File: src/sv/smsek_pkg.sv
// shared types and constants for the sorted merge unit
// no dependencies
`default_nettype none

package smsek_pkg;

    localparam int TIME_W = 40;
    localparam int INT_W  = 32;
    localparam int KEY_W  = 31;

    // per-list peak queue
    localparam int QUEUE_DEPTH = 16;
    localparam int Q_IDX_W     = $clog2(QUEUE_DEPTH);
    localparam int Q_CNT_W     = $clog2(QUEUE_DEPTH + 1);

    // request queue between front and back
    localparam int IFIFO_DEPTH = 4;
    localparam int IF_IDX_W    = $clog2(IFIFO_DEPTH);
    localparam int IF_CNT_W    = $clog2(IFIFO_DEPTH + 1);

    // key = (t + 500) / 1000 = ((t + 500) >> 3) / 125, the latter by reciprocal
    localparam logic [TIME_W:0] KEY_ROUND = 41'd500;
    localparam int X_W     = 38;
    localparam int XL_W    = 19;
    localparam int XH_W    = X_W - XL_W;
    localparam int RL_W    = 20;
    localparam int RH_W    = 19;
    localparam logic [RL_W+RH_W-1:0] KEY_RECIP = 39'd281474976711;  // ceil(2^45 / 125)
    localparam int KEY_SHIFT = 45;
    localparam int PROD_W    = X_W + RL_W + RH_W;

    typedef enum logic [1:0] {
        OP_PEAK_A,
        OP_END_A,
        OP_PEAK_B,
        OP_END_B
    } t_op;

    typedef struct packed {
        t_op                op;
        logic [TIME_W-1:0]  time_us;
        logic [INT_W-1:0]   intensity;
        logic [KEY_W-1:0]   key;
    } t_item;

    typedef struct packed {
        logic  valid;
        t_item item;
    } t_item_push;

    typedef struct packed {
        logic [TIME_W-1:0]  time_us;
        logic [INT_W-1:0]   intensity;
        logic [KEY_W-1:0]   key;
    } t_peak;

    typedef enum logic [1:0] {
        ST_IDLE,
        ST_READ,
        ST_DECIDE
    } t_back_state;

endpackage

`default_nettype wire

File: src/sv/smsek_front.sv
// front end: decodes each request and computes its millisecond key
// depends on smsek_pkg
`default_nettype none

module smsek_front (
    input  logic                           i_clk,
    input  logic                           i_rst_n,
    input  logic                           i_valid,
    input  logic                           i_list_select,
    input  logic                           i_end_of_list,
    input  logic [smsek_pkg::TIME_W-1:0]   i_peak_time,
    input  logic [smsek_pkg::INT_W-1:0]    i_peak_intensity,
    output logic                           o_stall,
    output smsek_pkg::t_item_push          o_push,
    input  logic                           i_full
);

    smsek_pkg::t_op                       in_op;
    logic [smsek_pkg::TIME_W:0]           rounded;
    logic                                 adv;
    logic [smsek_pkg::PROD_W-1:0]         prod;

    logic                                 r_s1_valid;
    smsek_pkg::t_op                       r_s1_op;
    logic [smsek_pkg::TIME_W-1:0]         r_s1_time;
    logic [smsek_pkg::INT_W-1:0]          r_s1_int;
    logic [smsek_pkg::X_W-1:0]            r_s1_x;

    logic                                 r_s2_valid;
    smsek_pkg::t_op                       r_s2_op;
    logic [smsek_pkg::TIME_W-1:0]         r_s2_time;
    logic [smsek_pkg::INT_W-1:0]          r_s2_int;
    logic [smsek_pkg::XH_W+smsek_pkg::RH_W-1:0] r_s2_p_hh;
    logic [smsek_pkg::XH_W+smsek_pkg::RL_W-1:0] r_s2_p_hl;
    logic [smsek_pkg::XL_W+smsek_pkg::RH_W-1:0] r_s2_p_lh;
    logic [smsek_pkg::XL_W+smsek_pkg::RL_W-1:0] r_s2_p_ll;

    logic                                 r_s3_valid;
    smsek_pkg::t_op                       r_s3_op;
    logic [smsek_pkg::TIME_W-1:0]         r_s3_time;
    logic [smsek_pkg::INT_W-1:0]          r_s3_int;
    logic [smsek_pkg::XH_W+smsek_pkg::RH_W-1:0] r_s3_p_hh;
    logic [58:0]                          r_s3_mid;
    logic [smsek_pkg::XL_W+smsek_pkg::RL_W-1:0] r_s3_p_ll;

    always_comb begin
        unique case ({i_list_select, i_end_of_list})
            2'b00:   in_op = smsek_pkg::OP_PEAK_A;
            2'b01:   in_op = smsek_pkg::OP_END_A;
            2'b10:   in_op = smsek_pkg::OP_PEAK_B;
            2'b11:   in_op = smsek_pkg::OP_END_B;
            default: in_op = smsek_pkg::OP_PEAK_A;
        endcase
    end

    assign rounded = {1'b0, i_peak_time} + smsek_pkg::KEY_ROUND;
    assign adv     = !(r_s3_valid && i_full);
    assign o_stall = !adv;

    always_ff @(posedge i_clk) begin
        if (!i_rst_n) begin
            r_s1_valid <= 1'b0;
            r_s2_valid <= 1'b0;
            r_s3_valid <= 1'b0;
        end else if (adv) begin
            r_s1_valid <= i_valid;
            r_s2_valid <= r_s1_valid;
            r_s3_valid <= r_s2_valid;
        end
    end

    always_ff @(posedge i_clk) begin
        if (adv) begin
            r_s1_op   <= in_op;
            r_s1_time <= i_peak_time;
            r_s1_int  <= i_peak_intensity;
            r_s1_x    <= rounded[smsek_pkg::TIME_W:3];

            // partial products of x * recip, each under 20 x 20 bits
            r_s2_op   <= r_s1_op;
            r_s2_time <= r_s1_time;
            r_s2_int  <= r_s1_int;
            r_s2_p_hh <= {{smsek_pkg::RH_W{1'b0}}, r_s1_x[smsek_pkg::X_W-1:smsek_pkg::XL_W]}
                       * {{smsek_pkg::XH_W{1'b0}},
                          smsek_pkg::KEY_RECIP[smsek_pkg::RL_W+smsek_pkg::RH_W-1:smsek_pkg::RL_W]};
            r_s2_p_hl <= {{smsek_pkg::RL_W{1'b0}}, r_s1_x[smsek_pkg::X_W-1:smsek_pkg::XL_W]}
                       * {{smsek_pkg::XH_W{1'b0}}, smsek_pkg::KEY_RECIP[smsek_pkg::RL_W-1:0]};
            r_s2_p_lh <= {{smsek_pkg::RH_W{1'b0}}, r_s1_x[smsek_pkg::XL_W-1:0]}
                       * {{smsek_pkg::XL_W{1'b0}},
                          smsek_pkg::KEY_RECIP[smsek_pkg::RL_W+smsek_pkg::RH_W-1:smsek_pkg::RL_W]};
            r_s2_p_ll <= {{smsek_pkg::RL_W{1'b0}}, r_s1_x[smsek_pkg::XL_W-1:0]}
                       * {{smsek_pkg::XL_W{1'b0}}, smsek_pkg::KEY_RECIP[smsek_pkg::RL_W-1:0]};

            r_s3_op   <= r_s2_op;
            r_s3_time <= r_s2_time;
            r_s3_int  <= r_s2_int;
            r_s3_p_hh <= r_s2_p_hh;
            r_s3_mid  <= {1'b0, r_s2_p_hl, 19'b0} + {1'b0, r_s2_p_lh, 20'b0};
            r_s3_p_ll <= r_s2_p_ll;
        end
    end

    assign prod = {r_s3_p_hh, 39'b0} + {18'b0, r_s3_mid} + {38'b0, r_s3_p_ll};

    always_comb begin
        o_push.valid          = r_s3_valid && adv;
        o_push.item.op        = r_s3_op;
        o_push.item.time_us   = r_s3_time;
        o_push.item.intensity = r_s3_int;
        o_push.item.key       = prod[smsek_pkg::KEY_SHIFT+smsek_pkg::KEY_W-1:smsek_pkg::KEY_SHIFT];
    end

endmodule

`default_nettype wire

File: config.mk
export PLATFORM = sky130hd
export DESIGN_NAME = smsek_front
export DESIGN_NICKNAME = d
export VERILOG_FILES = /design/src/sv/smsek_pkg.sv /design/src/sv/smsek_front.sv
export SDC_FILE = /design/constraint.sdc
export NUM_CORES = 2
export LEC_CHECK = 0
export ABC_AREA = 1
export BUFFER_PORTS_ARGS = -buffer_cell sky130_fd_sc_hd__buf_2
export CORE_MARGIN = 2
export CORE_UTILIZATION = 65
export DETAILED_ROUTE_END_ITERATION = 16
export PLACE_DENSITY_LB_ADDON = 0.08
export RECOVER_POWER = 100
export SETUP_SLACK_MARGIN = 0.5
export SLEW_MARGIN = 20
export SYNTH_ARGS = -nofsm -noshare
export SYNTH_HDL_FRONTEND = slang
export SYNTH_SLANG_ARGS = --single-unit
File: constraint.sdc
create_clock -name i_clk -period 33.3 [get_ports i_clk]
set_input_delay 1.665 -clock i_clk [delete_from_list [all_inputs] [get_ports i_clk]]
set_output_delay 1.665 -clock i_clk [all_outputs]
set_load 0.02 [all_outputs]
==> impl_metrics.py <==
metrics = {
    "placed_design": {
        "placement.io_buffers": 184,
        "hpwl_um": 101000,
        "gp_congestion": 1.02,
    },
    "critical_path": {
        "critical_path.top_delay_family": "buffers and inverters",
        "cp.buffers_inverters": 5,
        "crit_required_ns": 33.39,
        "slowest_delay_ns": 5.90,
        "arrival_ns": 17.42,
        "endpoint_kind": "flip-flop",
        "worstPathCellList": "clkbuf_1 > nand2_1 > clkbuf_1 > clkbuf_1 > clkbuf_1 > clkbuf_1",
        "crit_path_top_delay_cell": "clkbuf_1",
        "path_class": "in -> reg",
        "cp_max_fo": 158,
        "worst_setup_path_start_kind": "input pin",
        "path_common_cell": "clkbuf_1",
    },
    "clocking": {
        "cts_setup_buffers": 0,
        "cts.reportedPaths.clkPinSlew_ns": 0.06,
        "clock_latency_ns": 0.62,
        "cts_made_buffers": 51,
        "cts_tree": "built",
        "cts.sinks": 488,
        "cts_root_buffer": "clkbuf_16",
        "hold_buffers": 0,
        "clockBufferDepth": 3,
        "ctsResizeCount": 0,
        "htree_levels": 2,
    },
    "synthesis": {
        "ys_warn_count": 0,
        "synth_nets": 5982,
        "synth_xor_xnor_area_share_pct": 2.68,
        "synthArstFlopShare_pct": 0,
        "synth_edf_count": 485,
        "ys_seq_elements": 488,
        "synth_mux_area_share_pct": 0,
        "synth_area_leader_cell": "edfxtp_1",
        "synth.top_cell.area_share_pct": 32.3,
        "yosys.cell_types.count": 42,
        "synthAdderAreaFrac_pct": 34.5,
        "synth_area_um2": 45100,
        "synth_top_family_by_area": "adder cells",
        "synthSimpleGateAreaFrac_pct": 15.6,
        "ys_top_cells_by_area": "edfxtp_1, fa_1, ha_1",
        "synthFlopType": "edfxtp_1",
        "synth_compound_area_share_pct": 5.96,
        "syn_avg_cell_area_um2": 9.21,
        "ys_seq_area_share_pct": 32.4,
        "synthCells": 4904,
    },
    "global_route": {
        "met2_usage_pct": 56.8,
        "grt_pass1_vias": 34520,
        "gr-usage-met1_pct": 47.6,
        "track_usage_pct": 34.7,
        "use_met3_pct": 5.05,
        "gr-max-usage-layer": "met2",
        "grt_antenna_before_repair": 1,
        "grt_remaining_overflow": 0,
        "grt_max_degree": 159,
        "grt_pass1_wl_um": 189000,
    },
    "sta": {
        "worstMarginPinSlew_ns": 8.32,
        "fmax_mhz": 57.7,
        "fin_skew_ns": 0.0428,
        "period_minus_slack_ns": 17.33,
        "slew_violations": 499,
        "rsz0062_at_grt": "false",
        "tns_ns": 0,
        "setup_violations": 0,
        "fin_crit_sh_pct": 52.0,
        "relSlewSlack_pct": -455,
        "timing.final.hold_violations": 0,
    },
    "route": {
        "routed_wl_um": 121000,
        "via_count": 34348,
        "route.detailed.drc": 0,
        "ant_nets": 0,
        "avgRoutedWirePerCell_um": 19.8,
        "dr.pass1.iters": 6,
        "viasPerCell": 5.60,
        "drtIter0Drc": 2937,
    },
    "layout": {
        "register_area_um2": 14600,
        "diodes": 0,
        "num-fill-cells": 5415,
        "nNetsFinal": 6233,
        "drive_above_1_share_pct": 2.60,
        "synthToLayoutAreaGrowth_pct": 8.26,
        "multiInputGateArea_um2": 26400,
    },
    "floorplanning": {
        "die_h_um": 268,
        "coreArea_um2": 68700,
        "die-area_um2": 71600,
        "rows": 96,
        "initial_core_util_pct": 65.7,
        "die_x_um": 268,
        "io_pins": 185,
    },
    "status": {
        "violations": "max-capacitance violations, max-slew violations",
        "status": "complete, but fails checks",
    },
    "run": {
        "drv_cap": 6,
    },
    "min_path": {
        "min_path_type": "reg -> reg",
    },
}
-- placed cells by master, fill, tap and decap left out, types with 2 or more instances in the layout --
| cell type | n |
|---|---|
| inv_1 | 1065 |
| nand2_1 | 1027 |
| ha_1 | 594 |
| edfxtp_1 | 485 |
| fa_1 | 406 |
| nor2_1 | 372 |
| a21oi_1 | 261 |
| nand3_1 | 176 |
| clkbuf_1 | 163 |
| o21ai_0 | 143 |
| xor2_1 | 109 |
| nor3_1 | 65 |
| nand4_1 | 51 |
| clkbuf_16 | 51 |
| buf_2 | 35 |
| xnor2_1 | 29 |
| o21bai_1 | 24 |
| o21a_1 | 21 |
| a21o_1 | 18 |
| buf_4 | 11 |
| bufinv_16 | 10 |
| nor4_1 | 9 |
| a31oi_1 | 8 |
| a21boi_0 | 8 |
| o211ai_1 | 6 |
| clkinv_1 | 6 |
| nand3b_1 | 5 |
| and2_1 | 4 |
| or2_2 | 4 |
| clkinv_2 | 4 |
| inv_6 | 4 |
| clkinv_4 | 4 |
| dfxtp_1 | 3 |
| clkinvlp_4 | 2 |
| clkbuf_8 | 2 |
-- state kept, by name, summed over array words and instances (netlist names), 2 cells and up --
name	flops
r_s3_p_ll	19
r_s3_int	32
r_s1_int	32
r_s3_p_hh	37
r_s1_x	38
r_s1_time	40
r_s2_p_hl	36
r_s2_op	2
r_s2_p_ll	19
r_s3_mid	39
r_s2_time	40
r_s1_op	2
r_s2_p_hh	37
r_s3_op	2
r_s2_p_lh	38
r_s2_int	32
r_s3_time	40
-- metrics by stage --
stage,instance area (µm²),cells,util (%),setup WS [ns],hold WS (ns)
final,48900,6129,71.1,15.97,0.409
after global routing,48900,6129,71.1,14.24,0.419
after CTS,49200,6129,71.6,27.18,0.402
after detailed placement,47400,6033,68.9,27.20,0.405
after global placement,47400,6033,68.9,27.25,0.400
after floorplan,45100,4904,-,17.54,0.400
-- synth_stat cells, types with 6 or more instances --
cell type  number
a21o_1         18
inv_1        1064
xnor2_1        29
fa_1          406
a31oi_1         8
ha_1          594
nand4_1        51
a21oi_1       260
o21ai_2         6
nand2_1      1024
o21a_1         21
nor4_1          9
a21boi_0        7
o211ai_1        6
nor3_1         60
o21ai_0       133
o21bai_1       24
nand3_1       176
nor2_1        368
edfxtp_1      485
xor2_1        109
-- path summary, 6_finish.rpt --
| path | endpoint | depth (start not counted) | slack (ns) | startpoint |
|---|---|---|---|---|
| max | r_s1_x[2] | 6 | 15.97 | i_full |
| min | r_s3_time[16] | 0 | 0.41 | r_s2_time[16] |
| max reg2reg | r_s1_x[2] | 5 | 16.78 | r_s3_valid |
| min reg2reg | r_s3_time[16] | 0 | 0.41 | r_s2_time[16] |
-- per-layer routing --
| metal | wire, µm | vias to the layer above |
|---|---|---|
| met1 | 52000 | 16431 |
| met3 | 8780 | 273 |
| met5 | 0 | - |
| met4 | 4590 | 0 |
| met2 | 55900 | 1343 |
| li1 | - | 16301 |
-- worst reg2reg max path, delay by kind of cell (launching register included) --
| kind | cells | cell delay (ns) |
|---|---|---|
| buf+inv | 4 | 14.23 |
| simple gates | 1 | 1.39 |
| flops | 1 | 0.32 |
-- final cells by class --
class                   instances  area share, %
clock inverters                34           1.03
inverters                    1065           8.18
well taps                     931           2.38
multi-input cells            3349           54.0
flip-flops and latches        488           29.9
repair buffers                200           1.71
clock buffers                  62           2.74
-- cell families after synthesis --
group                    count (synthesis)
buffers and inverters                 1067
adder cells (fa/ha/maj)               1000
flip-flops                             488
XOR/XNOR                               138
AO/OA/AOI/OAI                          491
AND/OR/NAND/NOR                       1720
Power is left out: the tool's default activity adds up to more than one toggle a clock period on the data nets, which glitch-free logic cannot reach.
