$ cat src/sv/smsek_pkg.sv
// shared types and constants for the sorted merge unit
// no dependencies
`default_nettype none

package smsek_pkg;

    localparam int TIME_W = 40;
    localparam int INT_W  = 32;
    localparam int KEY_W  = 31;

    // per-list peak queue
    localparam int QUEUE_DEPTH = 16;
    localparam int Q_IDX_W     = $clog2(QUEUE_DEPTH);
    localparam int Q_CNT_W     = $clog2(QUEUE_DEPTH + 1);

    // request queue between front and back
    localparam int IFIFO_DEPTH = 4;
    localparam int IF_IDX_W    = $clog2(IFIFO_DEPTH);
    localparam int IF_CNT_W    = $clog2(IFIFO_DEPTH + 1);

    // key = (t + 500) / 1000 = ((t + 500) >> 3) / 125, the latter by reciprocal
    localparam logic [TIME_W:0] KEY_ROUND = 41'd500;
    localparam int X_W     = 38;
    localparam int XL_W    = 19;
    localparam int XH_W    = X_W - XL_W;
    localparam int RL_W    = 20;
    localparam int RH_W    = 19;
    localparam logic [RL_W+RH_W-1:0] KEY_RECIP = 39'd281474976711;  // ceil(2^45 / 125)
    localparam int KEY_SHIFT = 45;
    localparam int PROD_W    = X_W + RL_W + RH_W;

    typedef enum logic [1:0] {
        OP_PEAK_A,
        OP_END_A,
        OP_PEAK_B,
        OP_END_B
    } t_op;

    typedef struct packed {
        t_op                op;
        logic [TIME_W-1:0]  time_us;
        logic [INT_W-1:0]   intensity;
        logic [KEY_W-1:0]   key;
    } t_item;

    typedef struct packed {
        logic  valid;
        t_item item;
    } t_item_push;

    typedef struct packed {
        logic [TIME_W-1:0]  time_us;
        logic [INT_W-1:0]   intensity;
        logic [KEY_W-1:0]   key;
    } t_peak;

    typedef enum logic [1:0] {
        ST_IDLE,
        ST_READ,
        ST_DECIDE
    } t_back_state;

endpackage

`default_nettype wire

$ cat src/sv/smsek_ififo.sv
// short request queue between the front end and the merge engine
// depends on smsek_pkg
`default_nettype none

module smsek_ififo (
    input  logic                   i_clk,
    input  logic                   i_rst_n,
    input  smsek_pkg::t_item_push  i_push,
    output logic                   o_full,
    output logic                   o_valid,
    output smsek_pkg::t_item       o_item,
    input  logic                   i_pop
);

    smsek_pkg::t_item                 r_mem [smsek_pkg::IFIFO_DEPTH];
    logic [smsek_pkg::IF_IDX_W-1:0]   r_wptr;
    logic [smsek_pkg::IF_IDX_W-1:0]   r_rptr;
    logic [smsek_pkg::IF_CNT_W-1:0]   r_count;
    logic                             do_pop;

    assign o_full  = (r_count == smsek_pkg::IF_CNT_W'(smsek_pkg::IFIFO_DEPTH));
    assign o_valid = (r_count != '0);
    assign o_item  = r_mem[r_rptr];
    assign do_pop  = i_pop && o_valid;

    always_ff @(posedge i_clk) begin
        if (!i_rst_n) begin
            r_wptr  <= '0;
            r_rptr  <= '0;
            r_count <= '0;
        end else begin
            if (i_push.valid) begin
                r_wptr <= r_wptr + smsek_pkg::IF_IDX_W'(1);
            end
            if (do_pop) begin
                r_rptr <= r_rptr + smsek_pkg::IF_IDX_W'(1);
            end
            if (i_push.valid && !do_pop) begin
                r_count <= r_count + smsek_pkg::IF_CNT_W'(1);
            end else if (!i_push.valid && do_pop) begin
                r_count <= r_count - smsek_pkg::IF_CNT_W'(1);
            end
        end
    end

    always_ff @(posedge i_clk) begin
        if (i_push.valid) begin
            r_mem[r_wptr] <= i_push.item;
        end
    end

endmodule

`default_nettype wire

$ cat config.mk
export PLATFORM = sky130hd
export DESIGN_NAME = smsek_ififo
export DESIGN_NICKNAME = d
export VERILOG_FILES = /design/src/sv/smsek_pkg.sv /design/src/sv/smsek_ififo.sv
export SDC_FILE = /design/constraint.sdc
export NUM_CORES = 1
export LEC_CHECK = 0
export BUFFER_PORTS_ARGS = -buffer_cell sky130_fd_sc_hd__buf_4
export CORE_ASPECT_RATIO = 1.4
export CORE_MARGIN = 1
export CORE_UTILIZATION = 35
export DETAILED_ROUTE_END_ITERATION = 8
export PLACE_DENSITY = 0.64
export SLEW_MARGIN = 20
export SYNTH_ARGS = -nofsm -noshare
export SYNTH_HDL_FRONTEND = slang
export SYNTH_SLANG_ARGS = --single-unit
$ cat constraint.sdc
create_clock -name i_clk -period 3.47 [get_ports i_clk]
set_input_delay 0.1735 -clock i_clk [delete_from_list [all_inputs] [get_ports i_clk]]
set_output_delay 0.1735 -clock i_clk [all_outputs]
set_load 0.01 [all_outputs]
==> results of run 1 <==
repair_timing:
action | in CTS | in global routing
buffers inserted | 0 | 0
hold buffers | 107 | 0
hold endpoints to repair | 429 | 0
area by class of cell:
class / instances / share of cell area [%]
sequential: 429 / 62.7
timing repair buffer: 341 / 14.3
multi-input combinational: 136 / 12.9
clock buffer: 54 / 5.68
tap: 558 / 3.42
clock inverter: 22 / 0.907
inverter: 3 / 0.0552
registers in the layout (all words and copies together) (netlist names), named ones only:
| signal | count |
|---|---|
| r_rptr | 2 |
| r_count | 3 |
| r_mem | 420 |
| r_wptr | 2 |
worst min path at each step:
stage,start,slack (ns),cells after the start,end
detailed placement,i_push[74],0.38,1,r_mem[0][74]
CTS,i_pop,0.09,4,flop
global placement,i_push[36],0.37,1,r_mem[2][36]
global route,i_pop,0.14,4,r_rptr[0]
floorplan,i_push[0],0.27,0,r_mem[0][0]
finish,i_pop,0.12,4,flop
metal layers:
layer	track usage (%)	up-vias
li1	-	3269
met5	0	-
met1	16.3	3797
met2	24.3	198
met4	4.32	6
met3	3.09	52
worst min-delay path: cells and delay by family:
family / cells / cell delay (ns)
AOI/OAI and AO/OA: 1 / 0.10
buffers and inverters: 1 / 0.12
and+or+nand+nor: 1 / 0.14
xor gates and xnor gates: 1 / 0.08
synthesized netlist by cell type (all sizes together):
cell	instances
edfxtp	420
mux4	105
buf	19
and2	9
dfxtp	9
clkbuf	5
ha	5
inv	3
xnor2	3
mux2i	2
nor2b	2
or3	2
xor2	2
a21boi	1
fa	1
nor3b	1
o21ai	1
o311ai	1
o31ai	1
power groups by stage:
| stage | logic [mW] | clock network [mW] | registers [mW] |
|---|---|---|---|
| 3_5_place_dp | 3.06 | 0 | 6.30 |
| 6_report | 3.10 | 4.42 | 6.17 |
| 3_3_place_gp | 3.06 | 0 | 6.29 |
| 4_1_cts | 3.18 | 4.56 | 6.19 |
| 2_1_floorplan | 1.90 | 0 | 6.15 |
| 5_1_grt | 3.31 | 4.73 | 6.22 |
kinds of logic (layout without fill, tap and decap cells):
| group | count (synthesis) | in the layout |
|---|---|---|
| DFF | 429 | 429 |
| muxes | 107 | 107 |
| buffers and inverters | 27 | 420 |
| and+or+nand+nor | 14 | 14 |
| adders and majority gates | 6 | 6 |
| xor gates and xnor gates | 5 | 5 |
| AOI/OAI and AO/OA | 4 | 4 |
==> results.py, run 1 <==
metrics = {
    "place": {
        "place_ws_ns": 1.34,
        "port_buffers": 215,
        "place.gp.congestion": 0.663,
        "hpwl_mm": 18.3,
        "dp_cells": 1360,
        "placed_cell_area_sq_mm": 0.0180,
    },
    "layout": {
        "final_common_cell": "edfxtp_1",
        "drive_gt1_share_pct": 41.0,
        "n_antenna_cell": 0,
        "nets": 1068,
        "syn_to_final_growth_pct": 30.7,
        "design_area_sq_mm": 0.0204,
        "nFillCells": 3607,
        "layout_common_cells": "420 x edfxtp_1, 227 x buf_4, 107 x dlygate4sd3_1",
        "finish.utilization_pct": 46.3,
        "multi_input_area_sq_mm": 0.00264,
        "regArea_sq_mm": 0.0128,
        "instances_no_fill": 1543,
    },
    "critical_path": {
        "reg2reg_from": "r_count[0]",
        "cp.arrival_ns": 2.40,
        "cp_num_buf_inv": 2,
        "cp.depth": 3,
        "critPathCapture": "o_item[72]",
        "required_ns": 3.30,
        "slowest_stage": "dfxtp_4",
        "max_stage_delay_ns": 0.80,
        "startpoint_type": "flop",
        "worstPathCellList": "buf_12 -> mux4_2 -> buf_4",
        "crit_path_max_fanout": 31,
        "crit_type": "flop to output pin",
        "r2r.worst_path.cells": 7,
        "reg2reg_to": "r_count[2]",
        "worst-r2r-setup-slack_ns": 1.32,
        "critical-path-top-delay-family": "flip-flops",
        "endpoint_kind": "output pin",
    },
    "route": {
        "num_vias": 7322,
        "topRoutingLayerUsed": "met5",
        "drtAntennaViolNets": 0,
        "drc": 0,
        "routed-wl-met2_mm": 16.2,
        "wl_per_cell_um": 19.9,
        "viasPerCell": 4.75,
        "wl_mm": 30.8,
        "first_pass_iters": 6,
        "drtIter0Drc": 395,
        "routed-wl-met3_mm": 1.51,
        "drt-met1-wl_mm": 12.2,
    },
    "min_path": {
        "hp-class": "primary input to flop",
    },
    "synthesis": {
        "syn-instance-count": 592,
        "yosysWarningCount": 0,
        "yosys.area.top_type_share_pct": 80.8,
        "synth_xor_area_share_pct": 0.280,
        "synth_top_family_by_area": "multiplexers",
        "synth_cell_types": 22,
        "yosysTopAreaCell": "edfxtp_1",
        "avgSynthCellArea_sq_um": 26.4,
        "synth_nets": 707,
        "synth_compound_area_share_pct": 0.184,
        "synth-seq-area-share_pct": 81.9,
        "ys_top_cells_by_area": "edfxtp_1 81%, mux4_2 15%, dfxtp_1 1.2%",
        "synthSimpleGateAreaFrac_pct": 0.569,
        "synth_fa_ha_area_share_pct": 0.529,
        "syn_area_sq_mm": 0.0156,
        "muxShareOfSynthArea_pct": 15.3,
        "synth_seq_cells": 429,
    },
    "power": {
        "fin_total_pwr_mw": 13.7,
        "p_int_mw": 10.3,
        "ir_drop_mv": 0.434,
        "power_switching_mw": 3.36,
        "pwr-share-seq_pct": 45.1,
        "power_frac_clock_pct": 32.3,
        "swShare_pct": 24.5,
        "pwr_density_cell_mw_per_mm2": 671,
        "p_leak_nw": 6.88,
        "power_frac_comb_pct": 22.6,
    },
    "die": {
        "die_x_um": 181,
        "die_area_sq_mm": 0.0455,
        "start_util_pct": 35.4,
        "die-height_um": 252,
        "coreArea_sq_mm": 0.0441,
        "rows": 91,
        "io_pins": 216,
    },
    "global_route": {
        "grt_pass1_wl_mm": 47.0,
        "antenna_found_initial": 3,
        "track_usage_pct": 13.6,
        "first_global_vias": 8183,
        "grt_start_max_net_pins": 62,
        "grt.overflow.total": 0,
    },
    "sta": {
        "period_share_pct": 74.2,
        "worstMarginPinSlew_ns": 0.706,
        "rsz0062_at_grt": "no",
        "hold_ws_ns": 0.125,
        "fmax_ghz": 0.388,
        "hold_violations": 0,
        "setup_viol": 0,
        "period_minus_slack_ns": 2.58,
        "timing.final.ws_setup_ns": 0.894,
        "finClkSkew_ns": 0.00956,
        "slew_headroom_pct": 52.9,
        "final_max_slew_viol_count": 0,
        "tns_ns": 0,
    },
    "clocking": {
        "root_buffer": "clkbuf_16",
        "clock_latency_ns": 0.53,
        "ctsHtreeMaxLevel": 2,
        "cts.clk_slew.worst_paths_ns": 0.06,
        "ctsResizeCount": 0,
        "tritoncts": "built",
        "cts_buffers": 42,
        "cts_buffer_depth": 3,
        "cts.sinks": 429,
    },
    "status": {
        "status": "complete, no violations",
    },
    "flow_run": {
        "cap_viol_max_count": 0,
    },
}
Power figures use the tool's default switching activity.
==> run 2, diff against run 1 <==
==> constraint.sdc (replaced) <==
create_clock -name i_clk -period 2.2 [get_ports i_clk]
set_input_delay 0.11 -clock i_clk [delete_from_list [all_inputs] [get_ports i_clk]]
set_output_delay 0.11 -clock i_clk [all_outputs]
set_load 0.01 [all_outputs]
==> results.py, run 2 (synthesized netlist as in run 1, its figures left out) <==
metrics = {
    "status": {
        "status": "complete, no violations",
    },
    "layout": {
        "final_common_cell": "edfxtp_1",
        "largest_reg_flops": 420,
        "top_register": "r_mem",
        "nets": 1076,
        "layout_common_cells": "420 x edfxtp_1, 181 x buf_4, 107 x dlygate4sd3_1",
        "n_antenna_cell": 0,
        "largest_registers": "r_mem: 420 flops, r_count: 3 flops",
        "syn_to_final_growth_pct": 32.4,
        "drive_gt1_share_pct": 41.4,
    },
    "sta": {
        "period_share_pct": 98.6,
        "finClkSkew_ns": 0.0129,
        "tns_ns": 0,
        "setup_viol": 0,
        "rsz0062_at_grt": "yes",
        "worstMarginPinSlew_ns": 0.486,
        "hold_violations": 0,
        "timing.final.ws_setup_ns": 0.0318,
        "period_minus_slack_ns": 2.17,
        "final_max_slew_viol_count": 0,
        "slew_headroom_pct": 67.6,
        "fmax_ghz": 0.461,
    },
    "global_route": {
        "grt_start_max_net_pins": 61,
        "antenna_found_initial": 1,
        "grt.overflow.total": 0,
        "track_usage_pct": 13.8,
        "first_global_vias": 8448,
        "grt_pass1_wl_mm": 47.9,
    },
    "die": {
        "die_x_um": 181,
        "rows": 91,
        "io_pins": 216,
        "start_util_pct": 35.4,
        "coreArea_sq_mm": 0.0441,
        "die-height_um": 252,
        "die_area_sq_mm": 0.0455,
    },
    "clocking": {
        "cts_post_setup_buffers_inserted": 0,
        "cts_buffer_depth": 3,
        "root_buffer": "clkbuf_16",
        "cts.clk_slew.worst_paths_ns": 0.06,
        "ctsHtreeMaxLevel": 2,
        "cts.sinks": 429,
        "tritoncts": "built",
        "cts_buffers": 40,
        "clock_latency_ns": 0.54,
    },
    "route": {
        "drtAntennaViolNets": 0,
        "wl_mm": 30.9,
        "drc": 0,
        "wl_per_cell_um": 20.0,
        "first_pass_iters": 6,
        "drtIter0Drc": 447,
        "num_vias": 7418,
        "viasPerCell": 4.80,
    },
    "critical_path": {
        "reg2reg_from": "r_count[1]",
        "worstPathCellList": "buf_16 -> mux4_2 -> buf_6",
        "slowest_stage": "mux4_2",
        "endpoint_kind": "output pin",
        "startpoint_type": "flop",
        "required_ns": 2.09,
        "cp.arrival_ns": 2.06,
        "crit_type": "flop to output pin",
        "crit_path_max_fanout": 45,
        "max_stage_delay_ns": 0.58,
    },
    "place": {
        "place_ws_ns": 0.0511,
        "place.gp.congestion": 0.679,
        "port_buffers": 215,
        "hpwl_mm": 18.5,
    },
    "min_path": {
        "hp-class": "primary input to flop",
        "hold_start": "i_pop",
    },
    "power": {
        "ir_drop_mv": 0.640,
        "pwr_density_cell_mw_per_mm2": 1040,
        "p_leak_nw": 6.96,
    },
    "flow_run": {
        "cap_viol_max_count": 0,
    },
}
## run 2: critical path: cells and delay by family (launching register included)
family	cells	cell delay [ns]
flops	1	0.42
mux	1	0.58
buf+inv	2	0.44
## run 2: worst paths after layout
| kind | cells past startpoint | slack [ns] | endpoint |
|---|---|---|---|
| worst min-delay path | 4 | 0.09 | flop |
| worst max-delay path | 3 | 0.03 | o_item[45] |
| worst min register to register | 2 | 0.56 | r_wptr[1] |
| worst max register to register | 7 | 0.10 | r_count[2] |
## run 2: where the power goes
group	internal (mW)	total, mW	switching (mW)
Clock	3.67	6.52	2.86
Sequential	9.42	9.57	0.148
Combinational	3.03	5.35	2.32
## run 2: layer usage
metal  vias up  part of all wire (%)  track usage, %
met1      3878                    39            15.7
met4         2                   2.4            4.93
met3        53                   4.8            3.07
met5         -                 0.036               0
met2       198                    54            25.4
li1       3287                     -               -
## run 2: final cells by class
| type | instances | area (sq um) |
|---|---|---|
| well taps | 558 | 698 |
| multi-input cells | 136 | 2640 |
| flip-flops and latches | 429 | 12800 |
| clock inverters | 11 | 91.3 |
| inverters | 3 | 11.3 |
| fillers | 3574 | 23400 |
| repair buffers | 351 | 3300 |
| clock buffers | 59 | 1120 |
## run 2: what timing repair did
action                     in CTS  in global routing
resized for setup              46                  1
hold buffers                  107                  0
hold endpoints to repair      429                  0
setup endpoints to repair      45                 98
## run 2: stage by stage
step,utilization [%],hold WS [ns],power (mW),cells,instance area (sq um)
5_1_grt,46.9,0.0986,22.3,1547,20700
4_1_cts,46.9,0.0528,21.8,1547,20700
2_1_floorplan,-,0.209,12.7,592,15600
3_5_place_dp,41.3,0.313,14.8,1370,18200
3_3_place_gp,41.3,0.309,14.7,1370,18200
6_report,46.9,0.0874,21.4,1547,20700
