<file path="src/sv/smsek_pkg.sv">
// shared types and constants for the sorted merge unit
// no dependencies
`default_nettype none

package smsek_pkg;

    localparam int TIME_W = 40;
    localparam int INT_W  = 32;
    localparam int KEY_W  = 31;

    // per-list peak queue
    localparam int QUEUE_DEPTH = 16;
    localparam int Q_IDX_W     = $clog2(QUEUE_DEPTH);
    localparam int Q_CNT_W     = $clog2(QUEUE_DEPTH + 1);

    // request queue between front and back
    localparam int IFIFO_DEPTH = 4;
    localparam int IF_IDX_W    = $clog2(IFIFO_DEPTH);
    localparam int IF_CNT_W    = $clog2(IFIFO_DEPTH + 1);

    // key = (t + 500) / 1000 = ((t + 500) >> 3) / 125, the latter by reciprocal
    localparam logic [TIME_W:0] KEY_ROUND = 41'd500;
    localparam int X_W     = 38;
    localparam int XL_W    = 19;
    localparam int XH_W    = X_W - XL_W;
    localparam int RL_W    = 20;
    localparam int RH_W    = 19;
    localparam logic [RL_W+RH_W-1:0] KEY_RECIP = 39'd281474976711;  // ceil(2^45 / 125)
    localparam int KEY_SHIFT = 45;
    localparam int PROD_W    = X_W + RL_W + RH_W;

    typedef enum logic [1:0] {
        OP_PEAK_A,
        OP_END_A,
        OP_PEAK_B,
        OP_END_B
    } t_op;

    typedef struct packed {
        t_op                op;
        logic [TIME_W-1:0]  time_us;
        logic [INT_W-1:0]   intensity;
        logic [KEY_W-1:0]   key;
    } t_item;

    typedef struct packed {
        logic  valid;
        t_item item;
    } t_item_push;

    typedef struct packed {
        logic [TIME_W-1:0]  time_us;
        logic [INT_W-1:0]   intensity;
        logic [KEY_W-1:0]   key;
    } t_peak;

    typedef enum logic [1:0] {
        ST_IDLE,
        ST_READ,
        ST_DECIDE
    } t_back_state;

endpackage

`default_nettype wire

</file>
<file path="src/sv/smsek_ram.sv">
// generic single write port ram with registered read
// no dependencies
`default_nettype none

module smsek_ram #(
    parameter int WIDTH = 8,
    parameter int DEPTH = 16
) (
    input  logic                     i_clk,
    input  logic                     i_we,
    input  logic [$clog2(DEPTH)-1:0] i_waddr,
    input  logic [WIDTH-1:0]         i_wdata,
    input  logic [$clog2(DEPTH)-1:0] i_raddr,
    output logic [WIDTH-1:0]         o_rdata
);

    logic [WIDTH-1:0] r_mem [DEPTH];
    logic [WIDTH-1:0] r_rdata;

    always_ff @(posedge i_clk) begin
        if (i_we) begin
            r_mem[i_waddr] <= i_wdata;
        end
        r_rdata <= r_mem[i_raddr];
    end

    assign o_rdata = r_rdata;

endmodule

`default_nettype wire

</file>
<file path="src/sv/smsek_back.sv">
// merge engine: per-list peak queues in ram, head compare, result register
// depends on smsek_pkg and smsek_ram
`default_nettype none

module smsek_back (
    input  logic                          i_clk,
    input  logic                          i_rst_n,
    input  logic                          i_item_valid,
    input  smsek_pkg::t_item              i_item,
    output logic                          o_pop,
    output logic                          o_out_valid,
    input  logic                          i_out_stall,
    output logic [smsek_pkg::TIME_W-1:0]  o_merged_time,
    output logic [smsek_pkg::INT_W-1:0]   o_merged_intensity,
    output logic                          o_is_last,
    output logic                          o_no_peaks,
    output logic                          o_overflow
);

    localparam int PEAK_W = $bits(smsek_pkg::t_peak);

    function automatic logic [smsek_pkg::Q_IDX_W-1:0] slot_of(
        input logic [smsek_pkg::Q_IDX_W-1:0] head,
        input logic [smsek_pkg::Q_CNT_W-1:0] cnt
    );
        logic [smsek_pkg::Q_CNT_W:0] s;
        s = (smsek_pkg::Q_CNT_W+1)'(head) + {1'b0, cnt};
        if (s >= (smsek_pkg::Q_CNT_W+1)'(smsek_pkg::QUEUE_DEPTH)) begin
            s = s - (smsek_pkg::Q_CNT_W+1)'(smsek_pkg::QUEUE_DEPTH);
        end
        return s[smsek_pkg::Q_IDX_W-1:0];
    endfunction

    function automatic logic [smsek_pkg::Q_IDX_W-1:0] next_idx(
        input logic [smsek_pkg::Q_IDX_W-1:0] idx
    );
        logic [smsek_pkg::Q_IDX_W-1:0] r;
        if (idx == smsek_pkg::Q_IDX_W'(smsek_pkg::QUEUE_DEPTH - 1)) begin
            r = '0;
        end else begin
            r = idx + smsek_pkg::Q_IDX_W'(1);
        end
        return r;
    endfunction

    smsek_pkg::t_back_state          r_state, n_state;
    logic [smsek_pkg::Q_CNT_W-1:0]   r_cnt_a, n_cnt_a, r_cnt_b, n_cnt_b;
    logic [smsek_pkg::Q_IDX_W-1:0]   r_head_a, n_head_a, r_head_b, n_head_b;
    logic [1:0]                      r_ended, n_ended;
    logic                            r_ovf, n_ovf;
    logic                            r_any, n_any;

    logic                            r_out_valid, n_out_valid;
    logic [smsek_pkg::TIME_W-1:0]    r_out_time, n_out_time;
    logic [smsek_pkg::INT_W-1:0]     r_out_int, n_out_int;
    logic                            r_out_last, n_out_last;
    logic                            r_out_none, n_out_none;
    logic                            r_out_ovf, n_out_ovf;

    logic                            we_a, we_b;
    logic [PEAK_W-1:0]               wdata;
    logic [PEAK_W-1:0]               rdata_a, rdata_b;
    smsek_pkg::t_peak                peak_a, peak_b;

    logic                            ea, eb, has_a, has_b;
    logic                            take_a, take_b;
    logic [smsek_pkg::Q_CNT_W:0]     remain;
    logic                            step_ok, is_last;
    logic [smsek_pkg::INT_W:0]       sum;
    logic [smsek_pkg::INT_W-1:0]     res_int;
    logic                            out_free;

    assign wdata = {i_item.time_us, i_item.intensity, i_item.key};

    smsek_ram #(
        .WIDTH (PEAK_W),
        .DEPTH (smsek_pkg::QUEUE_DEPTH)
    ) u_ram_a (
        .i_clk   (i_clk),
        .i_we    (we_a),
        .i_waddr (slot_of(r_head_a, r_cnt_a)),
        .i_wdata (wdata),
        .i_raddr (r_head_a),
        .o_rdata (rdata_a)
    );

    smsek_ram #(
        .WIDTH (PEAK_W),
        .DEPTH (smsek_pkg::QUEUE_DEPTH)
    ) u_ram_b (
        .i_clk   (i_clk),
        .i_we    (we_b),
        .i_waddr (slot_of(r_head_b, r_cnt_b)),
        .i_wdata (wdata),
        .i_raddr (r_head_b),
        .o_rdata (rdata_b)
    );

    assign peak_a = rdata_a;
    assign peak_b = rdata_b;

    // head selection and hold-back rule
    always_comb begin
        ea     = r_ended[0];
        eb     = r_ended[1];
        has_a  = (r_cnt_a != '0);
        has_b  = (r_cnt_b != '0);
        take_a = 1'b0;
        take_b = 1'b0;
        if (has_a && has_b) begin
            take_a = !(peak_b.key < peak_a.key);
            take_b = !(peak_a.key < peak_b.key);
        end else if (has_a && eb) begin
            take_a = 1'b1;
        end else if (has_b && ea) begin
            take_b = 1'b1;
        end
        remain  = {1'b0, r_cnt_a} + {1'b0, r_cnt_b}
                - (smsek_pkg::Q_CNT_W+1)'(take_a) - (smsek_pkg::Q_CNT_W+1)'(take_b);
        // before both ends keep one peak back so the final result can be marked
        step_ok = (take_a || take_b) && ((ea && eb) || (remain != '0));
        is_last = ea && eb && (remain == '0);
        sum     = {1'b0, peak_a.intensity} + {1'b0, peak_b.intensity};
        if (take_a && take_b) begin
            res_int = sum[smsek_pkg::INT_W] ? '1 : sum[smsek_pkg::INT_W-1:0];
        end else if (take_a) begin
            res_int = peak_a.intensity;
        end else begin
            res_int = peak_b.intensity;
        end
    end

    assign out_free = !r_out_valid || !i_out_stall;

    always_comb begin
        n_state     = r_state;
        n_cnt_a     = r_cnt_a;
        n_cnt_b     = r_cnt_b;
        n_head_a    = r_head_a;
        n_head_b    = r_head_b;
        n_ended     = r_ended;
        n_ovf       = r_ovf;
        n_any       = r_any;
        n_out_valid = r_out_valid && i_out_stall;
        n_out_time  = r_out_time;
        n_out_int   = r_out_int;
        n_out_last  = r_out_last;
        n_out_none  = r_out_none;
        n_out_ovf   = r_out_ovf;
        o_pop       = 1'b0;
        we_a        = 1'b0;
        we_b        = 1'b0;

        unique case (r_state)
            smsek_pkg::ST_IDLE: begin
                if (i_item_valid) begin
                    o_pop   = 1'b1;
                    n_state = smsek_pkg::ST_READ;
                    unique case (i_item.op)
                        smsek_pkg::OP_PEAK_A: begin
                            if (!r_ended[0]) begin
                                if (r_cnt_a == smsek_pkg::Q_CNT_W'(smsek_pkg::QUEUE_DEPTH)) begin
                                    n_ovf = 1'b1;
                                end else begin
                                    we_a    = 1'b1;
                                    n_cnt_a = r_cnt_a + smsek_pkg::Q_CNT_W'(1);
                                end
                            end
                        end
                        smsek_pkg::OP_PEAK_B: begin
                            if (!r_ended[1]) begin
                                if (r_cnt_b == smsek_pkg::Q_CNT_W'(smsek_pkg::QUEUE_DEPTH)) begin
                                    n_ovf = 1'b1;
                                end else begin
                                    we_b    = 1'b1;
                                    n_cnt_b = r_cnt_b + smsek_pkg::Q_CNT_W'(1);
                                end
                            end
                        end
                        smsek_pkg::OP_END_A: n_ended[0] = 1'b1;
                        smsek_pkg::OP_END_B: n_ended[1] = 1'b1;
                        default: n_ended = r_ended;
                    endcase
                end
            end
            smsek_pkg::ST_READ: begin
                // the ram read is registered, so its output follows the head registers in the next cycle
                n_state = smsek_pkg::ST_DECIDE;
            end
            smsek_pkg::ST_DECIDE: begin
                if (ea && eb && !has_a && !has_b) begin
                    if (r_any || out_free) begin
                        if (!r_any) begin
                            n_out_valid = 1'b1;
                            n_out_time  = '0;
                            n_out_int   = '0;
                            n_out_last  = 1'b1;
                            n_out_none  = 1'b1;
                            n_out_ovf   = r_ovf;
                        end
                        n_cnt_a  = '0;
                        n_cnt_b  = '0;
                        n_head_a = '0;
                        n_head_b = '0;
                        n_ended  = '0;
                        n_ovf    = 1'b0;
                        n_any    = 1'b0;
                        n_state  = smsek_pkg::ST_IDLE;
                    end
                end else if (!step_ok) begin
                    n_state = smsek_pkg::ST_IDLE;
                end else if (out_free) begin
                    n_out_valid = 1'b1;
                    n_out_time  = take_a ? peak_a.time_us : peak_b.time_us;
                    n_out_int   = res_int;
                    n_out_last  = is_last;
                    n_out_none  = 1'b0;
                    n_out_ovf   = r_ovf;
                    n_any       = 1'b1;
                    if (take_a) begin
                        n_head_a = next_idx(r_head_a);
                        n_cnt_a  = r_cnt_a - smsek_pkg::Q_CNT_W'(1);
                    end
                    if (take_b) begin
                        n_head_b = next_idx(r_head_b);
                        n_cnt_b  = r_cnt_b - smsek_pkg::Q_CNT_W'(1);
                    end
                    n_state = smsek_pkg::ST_READ;
                    if (is_last) begin
                        n_cnt_a  = '0;
                        n_cnt_b  = '0;
                        n_head_a = '0;
                        n_head_b = '0;
                        n_ended  = '0;
                        n_ovf    = 1'b0;
                        n_any    = 1'b0;
                        n_state  = smsek_pkg::ST_IDLE;
                    end
                end
            end
            default: n_state = smsek_pkg::ST_IDLE;
        endcase
    end

    always_ff @(posedge i_clk) begin
        if (!i_rst_n) begin
            r_state     <= smsek_pkg::ST_IDLE;
            r_cnt_a     <= '0;
            r_cnt_b     <= '0;
            r_head_a    <= '0;
            r_head_b    <= '0;
            r_ended     <= '0;
            r_ovf       <= 1'b0;
            r_any       <= 1'b0;
            r_out_valid <= 1'b0;
        end else begin
            r_state     <= n_state;
            r_cnt_a     <= n_cnt_a;
            r_cnt_b     <= n_cnt_b;
            r_head_a    <= n_head_a;
            r_head_b    <= n_head_b;
            r_ended     <= n_ended;
            r_ovf       <= n_ovf;
            r_any       <= n_any;
            r_out_valid <= n_out_valid;
        end
    end

    always_ff @(posedge i_clk) begin
        r_out_time <= n_out_time;
        r_out_int  <= n_out_int;
        r_out_last <= n_out_last;
        r_out_none <= n_out_none;
        r_out_ovf  <= n_out_ovf;
    end

    assign o_out_valid        = r_out_valid;
    assign o_merged_time      = r_out_time;
    assign o_merged_intensity = r_out_int;
    assign o_is_last          = r_out_last;
    assign o_no_peaks         = r_out_none;
    assign o_overflow         = r_out_ovf;

endmodule

`default_nettype wire

</file>
<file path="config.mk">
export PLATFORM = sky130hd
export DESIGN_NAME = smsek_back
export DESIGN_NICKNAME = d
export VERILOG_FILES = /design/src/sv/smsek_pkg.sv /design/src/sv/smsek_ram.sv /design/src/sv/smsek_back.sv
export SDC_FILE = /design/constraint.sdc
export NUM_CORES = 2
export LEC_CHECK = 0
export BUFFER_PORTS_ARGS = -buffer_cell sky130_fd_sc_hd__clkbuf_2
export CAP_MARGIN = 20
export CORE_MARGIN = 2
export CORE_UTILIZATION = 50
export DETAILED_ROUTE_END_ITERATION = 8
export HOLD_SLACK_MARGIN = 0.02
export PLACE_DENSITY = 0.66
export SYNTH_ARGS = -nofsm -noshare
export SYNTH_HDL_FRONTEND = slang
export SYNTH_SLANG_ARGS = --single-unit
</file>
<file path="constraint.sdc">
create_clock -name i_clk -period 11.7 [get_ports i_clk]
set_input_delay 0.585 -clock i_clk [delete_from_list [all_inputs] [get_ports i_clk]]
set_output_delay 0.585 -clock i_clk [all_outputs]
set_load 0.005 [all_outputs]
</file>
==> metrics.txt <==
CP Capture Type=flop; DP Cell Count=9367; met1 Resource Use GR=33.4%; multi-input logic area=28600 um2; share of cells above drive strength 1=30.6%; Crit Path Max Fanout=51; clk_skew=0.0683 ns; gr busiest metal=met2; GR Layer Usage met2=between 30% and 40%; Area growth syn-to-layout=13.4%; Pwr Density=approximately 170 nW/um2; crit path time final=7.29 ns; vias in the first global route=between 60000 and 70000; final hold vios=0; gpl congestion=0.868; detailed-route DRC error count=0; setup bufs post-CTS=0; Filler cells=19200; clock root cell=clkbuf_16; largest net degree at the start of global routing=151; Starting Density=approximately half; post-cts sizing count=0; Final Instance Count excl. Fillers=~10000; Chip Height=525 um; arrival time at the worst endpoint=7.80 ns; commonest cells after routing, fill and taps aside=3371 x edfxtp_1, 1030 x mux4_2, 365 x clkbuf_16; Post-Syn Area=136000 um2; nets=6362; register area=106000 um2; DIE AREA=275000 um2; Netlist cell types=79; Syn Area/Cell=23.6 um2; Max Clk Rate=137 MHz; antenna-violating nets left=0; Num CTS Buffers=360; Synth Flop Type=edfxtp_1; Max-Slew Margin vs Limit=20.5%; I/O pin cnt=186; critical path required time=approximately 12 ns; async set-reset flop share out of synthesis=0%; Gate Count Post-Synth=5749; final worst-path cycle share=62.3%; number of synthesized flops with an enable pin=~3400; VDD IR max=121 uV; vias=approximately 63000; setup TNS=0 ns; crit path kind=reg2reg; yosys synthesis warning count=0; Slew Viols, Final=0; CTS hold repair buffers=1; Hold Crit Class=in2reg; Routed WL=around 330 mm; grt ovf=0; Total GRT Usage=a little under a quarter; max cap viols=0; Post-Syn Nets=5950; Pleak=47.7 nW; CTS tree=done; final worst slack=4.41 ns; Synth area leaders=edfxtp_1 75%, mux4_2 17%, dfxtp_1 3.4%; CTS Buffer Depth=4; DP Wirelength=167 mm; first-pass iteration count of the detailed router=6; Clock transition at path regs=0.06 ns; Yosys top cell area share=about three quarters; H-tree Lvls=5; via/cell ratio=6.30; DIE WIDTH=525 um; commonest non-fill, non-tap cell in the layout=edfxtp_1; first-pass GRT wire length=473 mm; met3 usage=3.97%; R2R Setup Slk=4.41 ns; RSZ-0062 raised after global routing=no; post-synth top area cell=edfxtp_1; startpoint types=flop; I/O Buffers=185; antenna violations before repair=27; Seq cells post-synth=3602; final setup violation count=0; clock sinks=between 3000 and 4000; slew at the pin with the worst max-slew slack=1.19 ns; Setup WS pre-CTS=4.48 ns; routed len/inst=32.9 um; Core Box Area=between 200000 and 300000 um2; DRT iter0 DRCs=8267; outcome=completed; Core Rows=roughly 190; Clock Latency Late Sink=0.96 ns; Seq/Total Area, Yosys=78.1%
-- worst max-delay path, cell delays in order, from the launching register on --
cell and delay, ns:
dfxtp_1 0.33, inv_1 0.05, ha_1 0.30, nand4_2 0.19
nor4_2 0.26, nand2_1 0.14, nor4_1 0.45, a2111oi_2 0.08
nor3_2 0.46, and2_4 0.61, fa_1 0.54, fa_1 0.49
inv_1 0.04, ha_1 0.20, fa_1 0.46, xor2_1 0.22
a2111oi_2 0.07, o211ai_1 0.15, nand2b_1 0.13, nor2_1 0.10
nor2_1 0.05, nor2_1 0.15, and2_4 0.51, buf_4 0.74
-- synth_stat cells (all sizes together) (4+ instances only) --
cell type and count:
o21bai 5, nor4 7, or3 5, clkbuf 178
a211oi 19, a21oi 102, buf 90, o221a 4
a21o 11, xnor2 24, nor2b 8, nor3 16
xor2 15, a221oi 16, mux2i 23, and3 9
mux4 1030, o21ai 61, nand3 25, nand2 142
fa 6, a31oi 21, edfxtp 3371, nand4 9
inv 67, ha 86, and2 6, dfxtp 231
nor2 90, o21a 6, nand2b 12
-- routing by layer --
metal  up-vias  routed length [um]
met5         -                  79
met2      3060              164000
li1      25300                   -
met1     34400              130000
met4        12                9270
met3       507               27100
-- layout make-up --
class,instances,area share [%]
flip-flops and latches,3602,68.9
well taps,3570,2.91
diodes,11,0.0179
repair buffers,318,1.33
clock buffers,488,6.53
clock inverters,181,1.57
inverters,68,0.177
multi-input cells,1811,18.6
-- stage by stage --
| step | power [mW] | util, % | hold slack, ns | cell area (um2) |
|---|---|---|---|---|
| 2_1_floorplan | 14.7 | - | 0.402 | 136000 |
| 3_3_place_gp | 15.0 | 52.3 | 0.506 | 141000 |
| 3_5_place_dp | 15.0 | 52.3 | 0.543 | 141000 |
| 4_1_cts | 26.9 | 56.9 | 0.142 | 154000 |
| 5_1_grt | 27.5 | 56.9 | 0.196 | 154000 |
| 6_report | 26.7 | 56.9 | 0.197 | 154000 |
-- kinds of logic (layout without fill, tap and decap cells) --
group / after synthesis / count (layout) / share of synthesized area (%)
AO/OA/AOI/OAI: 284 / 284 / 1.33
AND/OR/NAND/NOR: 341 / 341 / 1.14
XOR/XNOR: 39 / 39 / 0.252
flip-flops: 3602 / 3602 / 78.1
buffers and inverters: 336 / 1055 / 0.987
other: 0 / 11 / 0
multiplexers: 1055 / 1055 / 17.3
adder cells (fa/ha/maj): 92 / 92 / 0.883
-- state kept, by name, indices dropped and copies added, names as in the netlist, 5 cells and up --
signal / cells
u_ram_b.r_mem: 1648
r_cnt_b: 5
o_merged_time: 40
r_cnt_a: 5
u_ram_a.r_mem: 1648
o_merged_intensity: 32
u_ram_a.o_rdata: 103
u_ram_b.o_rdata: 103
-- worst paths after layout --
path | start | end | cells after the start
setup reg to reg | u_ram_b.o_rdata[20] | o_merged_time[15] | 23
setup / recovery | u_ram_b.o_rdata[20] | o_merged_time[15] | 23
hold reg to reg | u_ram_a.o_rdata[87] | o_merged_time[24] | 2
hold / removal | i_item[103] | r_ended[0] | 4
-- report_power, final --
group | leakage (nW) | switching [mW] | internal (mW)
Combinational | 9.35 | 0.409 | 0.162
Sequential | 32.3 | 0.0343 | 14.2
Clock | 6.07 | 4.88 | 7.08
Total | 47.7 | 5.32 | 21.4
Note: power is estimated with default switching activity, not from simulation.
